==> config.mk <==
export PLATFORM = sky130hd
export DESIGN_NAME = edf_deadline_queue_unit_flat
export DESIGN_NICKNAME = d
export VERILOG_FILES = /design/src/rtl/core/edfq_pkg.sv /design/src/rtl/core/edfq_req_if.sv /design/src/rtl/core/edfq_rsp_if.sv /design/src/rtl/core/edf_deadline_queue_unit.sv /design/src/rtl/core/edfq_cell.sv /design/src/flat_wrapper.sv
export SDC_FILE = /design/constraint.sdc
export NUM_CORES = 2
export LEC_CHECK = 0
export ABC_AREA = 1
export BUFFER_PORTS_ARGS = -buffer_cell sky130_fd_sc_hd__buf_2
export CAP_MARGIN = 0
export CORE_ASPECT_RATIO = 1.2
export CORE_MARGIN = 2
export CORE_UTILIZATION = 40
export DETAILED_ROUTE_END_ITERATION = 10
export GPL_ROUTABILITY_DRIVEN = 0
export SYNTH_ARGS = -nofsm -noshare
export SYNTH_HDL_FRONTEND = slang
export SYNTH_SLANG_ARGS = --single-unit
==> constraint.sdc <==
create_clock -name clk -period 15.7 [get_ports clk]
set_clock_uncertainty 0.05 [all_clocks]
set_input_delay 1.57 -clock clk [delete_from_list [all_inputs] [get_ports clk]]
set_output_delay 1.57 -clock clk [all_outputs]
set_load 0.05 [all_outputs]
==> src/rtl/core/edfq_pkg.sv <==
`default_nettype none
package edfq_pkg;

	localparam int DL_W        = 32;
	localparam int ID_W        = 8;
	localparam int PRIO_W      = 8;
	localparam int ENTRY_W     = 5;
	localparam int MAX_RESULTS = 16;
	localparam int POP_W       = $clog2(MAX_RESULTS);
	localparam int APB_AW      = 3;
	localparam int APB_DW      = 32;

	localparam logic [PRIO_W-1:0] BASE_PRIO_RST = PRIO_W'(1);

	typedef enum logic [1:0] {
		OP_INSERT = 2'd0,
		OP_REMOVE = 2'd1,
		OP_EXPIRE = 2'd2
	} op_t;

	typedef enum logic [1:0] {
		STAT_OK        = 2'd0,
		STAT_FULL      = 2'd1,
		STAT_NOT_FOUND = 2'd2,
		STAT_NONE_DUE  = 2'd3
	} status_t;

	typedef enum logic {
		S_IDLE,
		S_EXEC
	} state_t;

	// register index of the base priority
	localparam logic REG_BASE_PRIO = 1'b0;

	// command broadcast to every cell
	typedef struct packed {
		logic ins;
		logic rem;
		logic pop;
	} cell_cmd_t;

	// per-cell status seen by the controller
	typedef struct packed {
		logic gt;
		logic seen;
		logic take_new;
		logic first_hit;
	} cell_flag_t;

endpackage
`default_nettype wire

==> src/rtl/core/edfq_req_if.sv <==
`default_nettype none
interface edfq_req_if;
	logic        valid;
	logic        ready;
	logic [1:0]  opcode;
	logic [7:0]  task_id;
	logic [31:0] deadline;
	logic [31:0] current_time;

	modport source (output valid, output opcode, output task_id, output deadline,
		output current_time, input ready);
	modport sink (input valid, input opcode, input task_id, input deadline,
		input current_time, output ready);
endinterface
`default_nettype wire

==> src/rtl/core/edfq_rsp_if.sv <==
`default_nettype none
interface edfq_rsp_if;
	logic        valid;
	logic        ready;
	logic [1:0]  status;
	logic [7:0]  out_task_id;
	logic [31:0] out_deadline;
	logic [7:0]  priority_res;
	logic [4:0]  entry_count;
	logic        last;

	modport source (output valid, output status, output out_task_id, output out_deadline,
		output priority_res, output entry_count, output last, input ready);
	modport sink (input valid, input status, input out_task_id, input out_deadline,
		input priority_res, input entry_count, input last, output ready);
endinterface
`default_nettype wire

==> src/rtl/core/edf_deadline_queue_unit.sv <==
// Insert and remove: the request is latched, then every cell compares and shifts
// while the result is registered; a response not yet taken by the sink holds that step.
// Expire: one result per cycle while the sink takes each response, the head popping one step
// each time; up to 16 results per transaction. A new transaction is taken in the cycle after
// the final result is registered.
// Asynchronous active-low reset empties the queue and sets the base priority to 1.
`default_nettype none
module edf_deadline_queue_unit #(
	parameter int CAPACITY = 16
) (
	input  wire logic                            clk,
	input  wire logic                            arst_n,
	edfq_req_if.sink                             req,
	edfq_rsp_if.source                           rsp,
	input  wire logic                            psel,
	input  wire logic                            penable,
	input  wire logic                            pwrite,
	input  wire logic [edfq_pkg::APB_AW-1:0]     paddr,
	input  wire logic [edfq_pkg::APB_DW-1:0]     pwdata,
	output logic [edfq_pkg::APB_DW-1:0]          prdata,
	output logic                                 pready
);
	import edfq_pkg::*;

	localparam int CNT_W = $clog2(CAPACITY + 1);

	state_t            state_q, state_d;
	op_t               op_q;
	logic [ID_W-1:0]   id_q;
	logic [DL_W-1:0]   dl_q;
	logic [DL_W-1:0]   now_q;
	logic [CNT_W-1:0]  count_q, count_d;
	logic [POP_W-1:0]  pop_cnt_q, pop_cnt_d;
	logic [PRIO_W-1:0] base_prio_q;

	logic              rsp_valid_q;
	status_t           status_q, status_d;
	logic [ID_W-1:0]   rsp_id_q, rsp_id_d;
	logic [DL_W-1:0]   rsp_dl_q, rsp_dl_d;
	logic [PRIO_W-1:0] rsp_prio_q, rsp_prio_d;
	logic [ENTRY_W-1:0] rsp_cnt_q, rsp_cnt_d;
	logic              rsp_last_q, rsp_last_d;
	logic              load_out;
	logic              can_emit;
	cell_cmd_t         cmd;

	logic [DL_W-1:0]   cell_dl  [CAPACITY];
	logic [ID_W-1:0]   cell_id  [CAPACITY];
	cell_flag_t        cell_flg [CAPACITY];
	logic [DL_W-1:0]   l_dl     [CAPACITY];
	logic [ID_W-1:0]   l_id     [CAPACITY];
	logic [DL_W-1:0]   r_dl     [CAPACITY];
	logic [ID_W-1:0]   r_id     [CAPACITY];
	logic              gt_in    [CAPACITY];
	logic              seen_in  [CAPACITY];

	logic [CNT_W-1:0]  ins_pos;
	logic [DL_W-1:0]   rm_dl;
	logic              found;
	logic              full;
	logic              due0, due1, last_pop;
	logic [CNT_W-1:0]  behind;

	// ---- cell row ----
	for (genvar i = 0; i < CAPACITY; i++) begin : g_cell
		if (i == 0) begin : g_head
			assign l_dl[i]    = '0;
			assign l_id[i]    = '0;
			assign gt_in[i]   = 1'b0;
			assign seen_in[i] = 1'b0;
		end else begin : g_body
			assign l_dl[i]    = cell_dl[i-1];
			assign l_id[i]    = cell_id[i-1];
			assign gt_in[i]   = cell_flg[i-1].gt;
			assign seen_in[i] = cell_flg[i-1].seen;
		end
		if (i == CAPACITY - 1) begin : g_tail
			assign r_dl[i] = '0;
			assign r_id[i] = '0;
		end else begin : g_inner
			assign r_dl[i] = cell_dl[i+1];
			assign r_id[i] = cell_id[i+1];
		end

		edfq_cell #(
			.CNT_W (CNT_W),
			.IDX   (i)
		) u_cell (
			.clk       (clk),
			.cmd       (cmd),
			.count     (count_q),
			.new_dl    (dl_q),
			.new_id    (id_q),
			.gt_prev   (gt_in[i]),
			.seen_prev (seen_in[i]),
			.left_dl   (l_dl[i]),
			.left_id   (l_id[i]),
			.right_dl  (r_dl[i]),
			.right_id  (r_id[i]),
			.flag      (cell_flg[i]),
			.dl        (cell_dl[i]),
			.id        (cell_id[i])
		);
	end

	// one-hot flags to insert slot and removed deadline
	always_comb begin
		ins_pos = '0;
		rm_dl   = '0;
		for (int i = 0; i < CAPACITY; i++) begin
			if (cell_flg[i].take_new)
				ins_pos = ins_pos | CNT_W'(i);
			if (cell_flg[i].first_hit)
				rm_dl = rm_dl | cell_dl[i];
		end
	end

	assign found    = cell_flg[CAPACITY-1].seen;
	assign full     = count_q >= CNT_W'(CAPACITY);
	assign behind   = count_q - ins_pos;
	assign due0     = (count_q != '0) && (cell_dl[0] <= now_q);
	assign due1     = (count_q > CNT_W'(1)) && (cell_dl[1] <= now_q);
	assign last_pop = (pop_cnt_q == POP_W'(MAX_RESULTS - 1)) || !due1;
	assign can_emit = !rsp_valid_q || rsp.ready;

	// ---- control ----
	always_comb begin
		state_d    = state_q;
		req.ready  = (state_q == S_IDLE);
		cmd        = '0;
		load_out   = 1'b0;
		count_d    = count_q;
		pop_cnt_d  = pop_cnt_q;
		status_d   = STAT_OK;
		rsp_id_d   = '0;
		rsp_dl_d   = '0;
		rsp_prio_d = '0;
		rsp_cnt_d  = ENTRY_W'(count_q);
		rsp_last_d = 1'b1;
		case (state_q)
			S_IDLE: begin
				if (req.valid)
					state_d = S_EXEC;
			end
			S_EXEC: begin
				case (op_q)
					OP_INSERT: begin
						if (can_emit) begin
							load_out = 1'b1;
							state_d  = S_IDLE;
							rsp_id_d = id_q;
							rsp_dl_d = dl_q;
							if (full) begin
								status_d = STAT_FULL;
							end else begin
								cmd.ins    = 1'b1;
								count_d    = count_q + 1'b1;
								rsp_prio_d = base_prio_q + PRIO_W'(behind);
								rsp_cnt_d  = ENTRY_W'(count_d);
							end
						end
					end
					OP_REMOVE: begin
						if (can_emit) begin
							load_out = 1'b1;
							state_d  = S_IDLE;
							rsp_id_d = id_q;
							if (found) begin
								cmd.rem   = 1'b1;
								count_d   = count_q - 1'b1;
								rsp_dl_d  = rm_dl;
								rsp_cnt_d = ENTRY_W'(count_d);
							end else begin
								status_d = STAT_NOT_FOUND;
							end
						end
					end
					OP_EXPIRE: begin
						if (can_emit) begin
							load_out = 1'b1;
							if (!due0) begin
								// only reached on the first step: later steps are known due
								status_d  = STAT_NONE_DUE;
								state_d   = S_IDLE;
								pop_cnt_d = '0;
							end else begin
								cmd.pop    = 1'b1;
								count_d    = count_q - 1'b1;
								rsp_id_d   = cell_id[0];
								rsp_dl_d   = cell_dl[0];
								rsp_cnt_d  = ENTRY_W'(count_d);
								rsp_last_d = last_pop;
								if (last_pop) begin
									state_d   = S_IDLE;
									pop_cnt_d = '0;
								end else begin
									pop_cnt_d = pop_cnt_q + 1'b1;
								end
							end
						end
					end
					default: state_d = S_IDLE;
				endcase
			end
			default: state_d = S_IDLE;
		endcase
	end

	always_ff @(posedge clk or negedge arst_n) begin
		if (!arst_n) begin
			state_q     <= S_IDLE;
			count_q     <= '0;
			pop_cnt_q   <= '0;
			rsp_valid_q <= 1'b0;
			base_prio_q <= BASE_PRIO_RST;
		end else begin
			state_q   <= state_d;
			count_q   <= count_d;
			pop_cnt_q <= pop_cnt_d;
			if (load_out)
				rsp_valid_q <= 1'b1;
			else if (rsp.ready)
				rsp_valid_q <= 1'b0;
			if (psel && penable && pwrite && pready && (paddr[2] == REG_BASE_PRIO))
				base_prio_q <= pwdata[PRIO_W-1:0];
		end
	end

	always_ff @(posedge clk) begin
		if (req.valid && req.ready) begin
			op_q  <= op_t'(req.opcode);
			id_q  <= req.task_id;
			dl_q  <= req.deadline;
			now_q <= req.current_time;
		end
		if (load_out) begin
			status_q   <= status_d;
			rsp_id_q   <= rsp_id_d;
			rsp_dl_q   <= rsp_dl_d;
			rsp_prio_q <= rsp_prio_d;
			rsp_cnt_q  <= rsp_cnt_d;
			rsp_last_q <= rsp_last_d;
		end
	end

	assign rsp.valid        = rsp_valid_q;
	assign rsp.status       = status_q;
	assign rsp.out_task_id  = rsp_id_q;
	assign rsp.out_deadline = rsp_dl_q;
	assign rsp.priority_res = rsp_prio_q;
	assign rsp.entry_count  = rsp_cnt_q;
	assign rsp.last         = rsp_last_q;

	assign pready = 1'b1;
	assign prdata = (paddr[2] == REG_BASE_PRIO) ? APB_DW'(base_prio_q) : '0;

	// ---- checks ----
	a_count_bound: assert property (@(posedge clk) disable iff (!arst_n)
		count_q <= CNT_W'(CAPACITY))
		else $error("queue occupancy beyond capacity");

	a_insert_grows: assert property (@(posedge clk) disable iff (!arst_n)
		(cmd.ins) |=> (count_q == $past(count_q) + 1'b1))
		else $error("insert did not add an entry");

	a_idle_no_pop: assert property (@(posedge clk) disable iff (!arst_n)
		(state_q == S_IDLE) |-> (pop_cnt_q == '0))
		else $error("expire counter left running in idle");

	a_last_ends: assert property (@(posedge clk) disable iff (!arst_n)
		(load_out && rsp_last_d) |=> (state_q == S_IDLE))
		else $error("final result without return to idle");

	a_err_single: assert property (@(posedge clk) disable iff (!arst_n)
		(rsp_valid_q && (status_q != STAT_OK)) |-> rsp_last_q)
		else $error("error transaction not marked last");

endmodule
`default_nettype wire

==> src/rtl/core/edfq_cell.sv <==
`default_nettype none
module edfq_cell #(
	parameter int CNT_W = 5,
	parameter int IDX   = 0
) (
	input  wire logic                     clk,
	input  wire edfq_pkg::cell_cmd_t      cmd,
	input  wire logic [CNT_W-1:0]         count,
	input  wire logic [edfq_pkg::DL_W-1:0] new_dl,
	input  wire logic [edfq_pkg::ID_W-1:0] new_id,
	input  wire logic                     gt_prev,
	input  wire logic                     seen_prev,
	input  wire logic [edfq_pkg::DL_W-1:0] left_dl,
	input  wire logic [edfq_pkg::ID_W-1:0] left_id,
	input  wire logic [edfq_pkg::DL_W-1:0] right_dl,
	input  wire logic [edfq_pkg::ID_W-1:0] right_id,
	output edfq_pkg::cell_flag_t          flag,
	output logic [edfq_pkg::DL_W-1:0]     dl,
	output logic [edfq_pkg::ID_W-1:0]     id
);
	import edfq_pkg::*;

	localparam logic [CNT_W-1:0] MY_IDX = CNT_W'(IDX);

	logic [DL_W-1:0] dl_q;
	logic [ID_W-1:0] id_q;
	logic            occ;
	logic            match;

	assign occ   = MY_IDX < count;
	assign match = occ && (id_q == new_id);

	always_comb begin
		flag.gt        = occ && (dl_q > new_dl);
		flag.seen      = seen_prev | match;
		// first later entry, or the free slot when nothing is later
		flag.take_new  = !gt_prev && (flag.gt || (MY_IDX == count));
		flag.first_hit = match && !seen_prev;
	end

	always_ff @(posedge clk) begin
		if (cmd.ins) begin
			if (gt_prev) begin
				dl_q <= left_dl;
				id_q <= left_id;
			end else if (flag.take_new) begin
				dl_q <= new_dl;
				id_q <= new_id;
			end
		end else if (cmd.pop || (cmd.rem && flag.seen)) begin
			dl_q <= right_dl;
			id_q <= right_id;
		end
	end

	assign dl = dl_q;
	assign id = id_q;

endmodule
`default_nettype wire
==> src/flat_wrapper.sv <==
// flat-port wrapper written by rule: the top's interface ports become plain ports
module edf_deadline_queue_unit_flat import edfq_pkg::*;
#(
	parameter int CAPACITY = 16
)
  (clk, arst_n, psel, penable, pwrite, paddr, pwdata, prdata, pready, req_valid, req_opcode, req_task_id, req_deadline, req_current_time, req_ready, rsp_valid, rsp_status, rsp_out_task_id, rsp_out_deadline, rsp_priority_res, rsp_entry_count, rsp_last, rsp_ready);
  edfq_req_if req_i ();
  edfq_rsp_if rsp_i ();
  input  wire logic clk;
  input  wire logic arst_n;
  input  wire logic psel;
  input  wire logic penable;
  input  wire logic pwrite;
  input  wire logic [edfq_pkg::APB_AW-1:0] paddr;
  input  wire logic [edfq_pkg::APB_DW-1:0] pwdata;
  output logic [edfq_pkg::APB_DW-1:0] prdata;
  output logic pready;
  input wire logic [$bits(req_i.valid)-1:0] req_valid;
  input wire logic [$bits(req_i.opcode)-1:0] req_opcode;
  input wire logic [$bits(req_i.task_id)-1:0] req_task_id;
  input wire logic [$bits(req_i.deadline)-1:0] req_deadline;
  input wire logic [$bits(req_i.current_time)-1:0] req_current_time;
  output wire logic [$bits(req_i.ready)-1:0] req_ready;
  output wire logic [$bits(rsp_i.valid)-1:0] rsp_valid;
  output wire logic [$bits(rsp_i.status)-1:0] rsp_status;
  output wire logic [$bits(rsp_i.out_task_id)-1:0] rsp_out_task_id;
  output wire logic [$bits(rsp_i.out_deadline)-1:0] rsp_out_deadline;
  output wire logic [$bits(rsp_i.priority_res)-1:0] rsp_priority_res;
  output wire logic [$bits(rsp_i.entry_count)-1:0] rsp_entry_count;
  output wire logic [$bits(rsp_i.last)-1:0] rsp_last;
  input wire logic [$bits(rsp_i.ready)-1:0] rsp_ready;
  assign req_i.valid = req_valid;
  assign req_i.opcode = req_opcode;
  assign req_i.task_id = req_task_id;
  assign req_i.deadline = req_deadline;
  assign req_i.current_time = req_current_time;
  assign req_ready = req_i.ready;
  assign rsp_valid = rsp_i.valid;
  assign rsp_status = rsp_i.status;
  assign rsp_out_task_id = rsp_i.out_task_id;
  assign rsp_out_deadline = rsp_i.out_deadline;
  assign rsp_priority_res = rsp_i.priority_res;
  assign rsp_entry_count = rsp_i.entry_count;
  assign rsp_last = rsp_i.last;
  assign rsp_i.ready = rsp_ready;
  edf_deadline_queue_unit #(.CAPACITY(CAPACITY)) u_core (.clk(clk), .arst_n(arst_n), .req(req_i), .rsp(rsp_i), .psel(psel), .penable(penable), .pwrite(pwrite), .paddr(paddr), .pwdata(pwdata), .prdata(prdata), .pready(pready));
endmodule
**After elaboration in Yosys (flattened, before gate mapping)**

Cells that the tools add are included.

- $add $sub $neg: 5
- $lt $le $gt $ge: 36
- Eq/ne operators: 50
- Muxes and demuxes: 207
- Bitwise logic cells: 34
- Reduce and logical (&&, ||, !) cells: 191

Operators with widths:

| operator | count |
|---|---|
| 2-to-1 mux 32 bit | 84 |
| 2-to-1 mux 8 bit | 67 |
| > comparator 32 bit | 16 |
| OR 32 bit | 15 |
| equality test 8 bit | 16 |
| one-hot mux 32 bit (3 select lines) | 1 |
| logical AND 1 bit | 84 |
| <= comparator 32 bit | 2 |
| != test 3 bit, second input constant | 15 |
| equality test 4 x 5 -> 1 bit, first input constant | 8 |
| less-than comparator 4 x 5 -> 1 bit, first input constant | 8 |
| 2-to-1 mux 4 bit | 10 |
| 2-to-1 mux 5 bit | 7 |
| logical OR 1 bit | 34 |
| nonzero test 2 bit | 17 |
| zero test 1 bit | 32 |
| AND reduction 2 bit | 16 |
| 2-to-1 mux 1 bit | 21 |
| equality test 3 x 5 -> 1 bit, first input constant | 4 |
| less-than comparator 3 x 5 -> 1 bit, first input constant | 4 |
| one-hot mux 8 bit (2 select lines) | 1 |
| 2-to-1 mux 3 bit | 5 |
| OR 1 bit | 15 |
| one-hot mux 5 bit (3 select lines) | 1 |
| other kinds (27) | 40 |

- Register bits after elaboration: 789
- Input port bits: 116
- Output and inout bits: 91
- Word-level logic and storage cells: 570

**Logic depth before layout (Yosys ltp)**

- Depth in word-level cells: 36
- Depth in mapped cells: 34
- Gate-level depth less buffers: 32

**Modules after synthesis**

From an unflattened synthesis, not the netlist that was laid out.

- Cells, all modules: 7691
- Area total of the unflattened synthesis: 59759.8 um2

By module, submodules not included:

| module | times used | cells each | area each (um2) | sequential area each (um2) |
|---|---|---|---|---|
| edf_deadline_queue_unit | 1 | 1371 | 11141.9 | 4380.5 |
| edfq_cell (u_core.g_cell[7].u_cell) | 1 | 400 | 3072.9 | 1201.2 |
| edfq_cell (u_core.g_cell[5].u_cell) | 1 | 403 | 3070.4 | 1201.2 |
| edfq_cell (u_core.g_cell[15].u_cell) | 1 | 399 | 3064.2 | 1201.2 |
| edfq_cell (u_core.g_cell[9].u_cell) | 1 | 396 | 3057.9 | 1201.2 |
| edfq_cell (u_core.g_cell[13].u_cell) | 1 | 392 | 3054.2 | 1201.2 |
| edfq_cell (u_core.g_cell[11].u_cell) | 1 | 402 | 3052.9 | 1201.2 |
| edfq_cell (u_core.g_cell[8].u_cell) | 1 | 394 | 3050.4 | 1201.2 |
| edfq_cell (u_core.g_cell[12].u_cell) | 1 | 395 | 3040.4 | 1201.2 |
| edfq_cell (u_core.g_cell[10].u_cell) | 1 | 395 | 3039.2 | 1201.2 |
| edfq_cell (u_core.g_cell[6].u_cell) | 1 | 392 | 3036.7 | 1201.2 |
| edfq_cell (u_core.g_cell[1].u_cell) | 1 | 399 | 3022.9 | 1201.2 |
| edfq_cell (u_core.g_cell[3].u_cell) | 1 | 396 | 3020.4 | 1201.2 |
| edfq_cell (u_core.g_cell[14].u_cell) | 1 | 392 | 3019.1 | 1201.2 |
| +3 rows | n/a | n/a | n/a | n/a |

**Least setup slack after synthesis**

Ideal clock, no wire load.

- Path type: input -> register
- Start: input port rsp_ready
- End: register u_core.g_cell[10].u_cell.dl_q[0], enable pin
- Library setup time: 0.437 ns
- Data arrival time: 5.048 ns
- Required time: 15.213 ns
- Slack: 10.164 ns
- Cell stages on the path: 10
- Path buffers: 2
- Cells stage by stage: nor2_1 -> clkinv_1 -> nand2_1 -> nor3_1 -> inv_1 -> clkbuf_1 -> clkbuf_1 -> nor3_1 -> o21bai_1 -> nor2_1

- Cells in the longest elaborated chain, start to end: 8
- Elaborated cells between the ends (all ways): 13
- Classes of those cells: eq/ne (1); mux (7); reduce/logical (5)

RTL lines:

| what | line | text |
|---|---|---|
| start: declaration | flat_wrapper.sv:31 | `input wire logic [$bits(rsp_i.ready)-1:0] rsp_ready;` |
| logical OR 1 bit * | edf_deadline_queue_unit.sv:124 | `assign can_emit = !rsp_valid_q \|\| rsp.ready;` |
| 2-to-1 mux 1 bit | edf_deadline_queue_unit.sv:164 | `if (can_emit) begin` |
| 2-to-1 mux 1 bit | edf_deadline_queue_unit.sv:146 | `case (op_q)` |
| 2-to-1 mux 3 bit * | edf_deadline_queue_unit.sv:140 | `case (state_q)` |
| logical AND 1 bit | edfq_cell.sv:50 | `end else if (cmd.pop \|\| (cmd.rem && flag.seen)) begin` |
| logical OR 1 bit | edfq_cell.sv:50 |  |
| nonzero test 2 bit (no source line) | n/a |  |
| AND reduction 2 bit (no source line) * | n/a |  |
| end signal: assignment | edfq_cell.sv:44 | `dl_q <= left_dl;` |
| end signal: assignment | edfq_cell.sv:47 | `dl_q <= new_dl;` |
| end signal: assignment | edfq_cell.sv:51 | `dl_q <= right_dl;` |
| end: declaration | edfq_cell.sv:25 | `logic [DL_W-1:0] dl_q;` |

Every way passes the cells marked *; elsewhere a longest branch is shown, timed or not.
A chain may end at the register's enable or synchronous reset.

**Worst setup path after layout**

- Start: register u_core.dl_q[31]
- End: register u_core.rsp_prio_q[7], in the netlist u_core.rsp.priority_res[7] (data pin)

- Cells in the longest elaborated chain, start to end: 21
- Elaborated cells between the ends (all ways): 94
- Classes of those cells: add/sub (2); order compare (16); mux (15); reduce/logical (61)

RTL lines:

| what | line | text |
|---|---|---|
| start: declaration | edf_deadline_queue_unit.sv:30 | `logic [DL_W-1:0] dl_q;` |
| start signal: assignment | edf_deadline_queue_unit.sv:233 | `dl_q <= req.deadline;` |
| > comparator 32 bit | edfq_cell.sv:34 | `flag.gt = occ && (dl_q > new_dl);` |
| logical AND 1 bit | edfq_cell.sv:34 |  |
| zero test 1 bit or logical OR 1 bit (tied branches) | edfq_cell.sv:37 | `flag.take_new = !gt_prev && (flag.gt \|\| (MY_IDX == count));` |
| logical AND 1 bit | edfq_cell.sv:37 |  |
| 2-to-1 mux 1 bit | edf_deadline_queue_unit.sv:111 | `if (cell_flg[i].take_new)` |
| 2-to-1 mux 2 bit (2 in a row) | edf_deadline_queue_unit.sv:111 |  |
| 2-to-1 mux 3 bit (4 in a row) | edf_deadline_queue_unit.sv:111 |  |
| 2-to-1 mux 4 bit (7 in a row) | edf_deadline_queue_unit.sv:111 |  |
| 2-to-1 mux 4 bit * | edf_deadline_queue_unit.sv:111 |  |
| subtractor 5 bit * | edf_deadline_queue_unit.sv:120 | `assign behind = count_q - ins_pos;` |
| adder 8 x 5 -> 8 bit * | edf_deadline_queue_unit.sv:158 | `rsp_prio_d = base_prio_q + PRIO_W'(behind);` |
| end signal: assignment | edf_deadline_queue_unit.sv:240 | `rsp_prio_q <= rsp_prio_d;` |
| end: declaration | edf_deadline_queue_unit.sv:40 | `logic [PRIO_W-1:0] rsp_prio_q, rsp_prio_d;` |

Marks and branches as above.

==> out/summary.txt <==
Num CTS Buffers = 93
Mapped Cells = 7168
WS Path Type = register to register
# rows = 152
hold slack = 0.448 ns
Yosys Warn Count = 0
largest net degree at the start of global routing = 244
CP delay by family, top = simple AND/OR/NAND/NOR gates
first-pass GRT wire length = 329000 um
Total Wirelength = 223000 um
Final Setup Violations = 0
static leakage = 0.0261 uW
DR iter-0 viols = 6846
IO Port Bufs = 155
crit-path max FO = 47
Die Area = 147000 um^2
final setup TNS = 0 ns
HP Class = register to register
Die H = 420 um
Buf+Inv Stages, Crit Path = 5
post-route cell area = 63600 um^2
post-cts resize count = 0
Synth Flop Type = edfxtp_1
Worst-Skew Late Latency = 0.73 ns
CTS tree = built
Slowest Stage Delay on Critical Path = 0.76 ns
# Post-CTS Setup Buffers = 0
DP HPWL = 169000 um
MaxCap Viol Count = 1
worst path required time = 16.08 ns
crit start category = register
Slew Limit Fails = 2
placed standard-cell area = 60500 um^2
antenna violations before repair = 6
router iterations before antenna repair = 6
gr usage total = 0.297
crit end category = register
Congestion Overflow GR = 0
post-route ant nets = 0
number of vias per cell = 5.94
drt drc = 0
Post-synth EDFFs = 770
clock sinks = 789
share of post-route cells with drive strength above 1 = 0.0769
most common cell after layout, fill and taps aside = o21ai_0
slowest cell on the critical path = edfxtp_1
# IOs = 207
post-synth top area share = 0.400
async set-reset flop share out of synthesis = 0.0241
via total after detailed routing = 54400
hold-fix buffers at CTS = 0
distinct cell type count after synthesis = 61
relative slew slack = -0.0234
Avg Synthesized Cell Area = 8.06 um^2
P per Cell Area = 108 nW/um^2
CTS Buffer Depth = 3
maximum VDD drop = 0.0862 mV
Initial Util = 0.403
Hold Vio Cnt, Final = 0
Final #Nets = 7855
core outline area = 143000 um^2
Worst Tran Pin Value = 1.52 ns
dominant cell type by area after synthesis = edfxtp_1
htree depth = 3
f_max = 139 MHz
sequential share of the synthesized area = 0.409
fin crit period = 7.18 ns
Area contributors post-synth = edfxtp_1, ha_1, o21ai_0
clock slew at reported path FFs = 0.06 ns
synthesized area = 57700 um^2
Final Cycle Share = 0.457
Wirelength per Cell = 24.3 um
synthesized flop and latch total = 789
vias in the first global route = 50800
root buffer cell = clkbuf_16
commonest cells after routing, fill and taps aside = o21ai_0, nand2_1, nor2_1
unrepaired setup endpoints after global routing = no
failing checks = max-capacitance violations, max-slew violations
status = finished with violations
arrival time of the worst setup path = 7.56 ns
Area Growth Syn to Fin = 10.1%
Die W = 351 um
[sequential cells by signal, summed over array words and instances (netlist names), 2 cells and up]
register,cells
u_core.base_prio_q,8
u_core.count_q,5
u_core.dl_q,32
u_core.g_cell.u_cell.dl,512
u_core.g_cell.u_cell.id,128
u_core.id_q,8
u_core.now_q,32
u_core.op_q,2
u_core.pop_cnt_q,4
u_core.rsp.entry_count,5
u_core.rsp.out_deadline,32
u_core.rsp.out_task_id,8
u_core.rsp.priority_res,8
u_core.rsp.status,2
[per-layer routing]
metal,vias up,global-route usage,part of all wire
li1,25300,-,-
met1,25700,0.378,0.39
met2,2887,0.469,0.45
met3,526,0.0463,0.091
met4,0,0.187,0.071
met5,-,0,0
[cell usage after synthesis, drive strengths merged (3+ instances only)]
cell,number
xor2,31
o221ai,12
xnor2,40
a221oi,8
o2111ai,11
o211ai,15
or4,3
nor4b,4
clkbuf,371
inv,483
a21oi,609
o21bai,6
o32ai,5
dfrtp,18
nand3b,8
nor3,52
o41ai,5
a211oi,27
ha,591
o22ai,19
nand4,195
nor2,828
nand3,401
nand2,1101
o31ai,6
o21ai,1339
edfxtp,770
buf,91
nor3b,3
nor4,32
o21a,16
clkinv,37
a31oi,12
[worst min-delay path: cells and delay by family, from the launching register on]
family / cells / cell delay (ns)
compound gates: 1 / 0.06
buf+inv: 1 / 0.06
flops: 1 / 0.38
[final cells by class]
| class | instances | area (um^2) |
|---|---|---|
| Antenna cell | 2 | 5.00 |
| Fill cell | 14100 | 79600 |
| Clock inverter | 61 | 557 |
| Inverter | 520 | 1960 |
| Timing Repair Buffer | 322 | 2040 |
| Tap cell | 1925 | 2410 |
| Clock buffer | 115 | 2470 |
| Sequential cell | 789 | 23600 |
| Multi-Input combinational cell | 5420 | 30500 |
[final timing paths]
check | from | end | slack [ns] | cells after the start
worst max-delay path | u_core.dl_q[31] | u_core.rsp.priority_res[7] | 8.52 | 28
worst max register to register | u_core.dl_q[31] | u_core.rsp.priority_res[7] | 8.52 | 28
worst min-delay path | u_core.base_prio_q[0] | u_core.base_prio_q[0] | 0.45 | 2
max in group asynchronous | arst_n | u_core.base_prio_q[0] | 14.52 | 1
min in group asynchronous | arst_n | u_core.pop_cnt_q[0] | 0.74 | 1
worst min register to register | u_core.base_prio_q[0] | u_core.base_prio_q[0] | 0.45 | 2
[cell families (layout without fill, tap and decap cells)]
family	Yosys count	after routing	share of synthesized area
and+or+nand+nor	2632	2632	0.195
other	2	27	0.000130
AOI/OAI and AO/OA	2099	2099	0.189
xor gates and xnor gates	71	71	0.0108
adders and majority gates	593	593	0.129
DFF	789	789	0.409
buffers and inverters	982	1018	0.0679
[per-stage QoR]
step           utilization  instances  power, uW  setup slack (ns)
6_report             0.444       9154       6890              8.52
5_1_grt              0.444       9152       7190              8.11
4_1_cts              0.444       9152       6870              8.67
3_5_place_dp         0.423       8976       4640              8.74
3_3_place_gp         0.423       8976       4600              8.77
2_1_floorplan            -       7191       3930             10.16
[where the power goes]
group | leakage (uW) | total, uW | internal (uW) | switching [uW]
registers | 0.00728 | 2620 | 2490 | 133
clock network | 0.00147 | 2240 | 1260 | 985
logic | 0.0174 | 2030 | 517 | 1510
No activity file was read; power rests on OpenSTA's default activity.
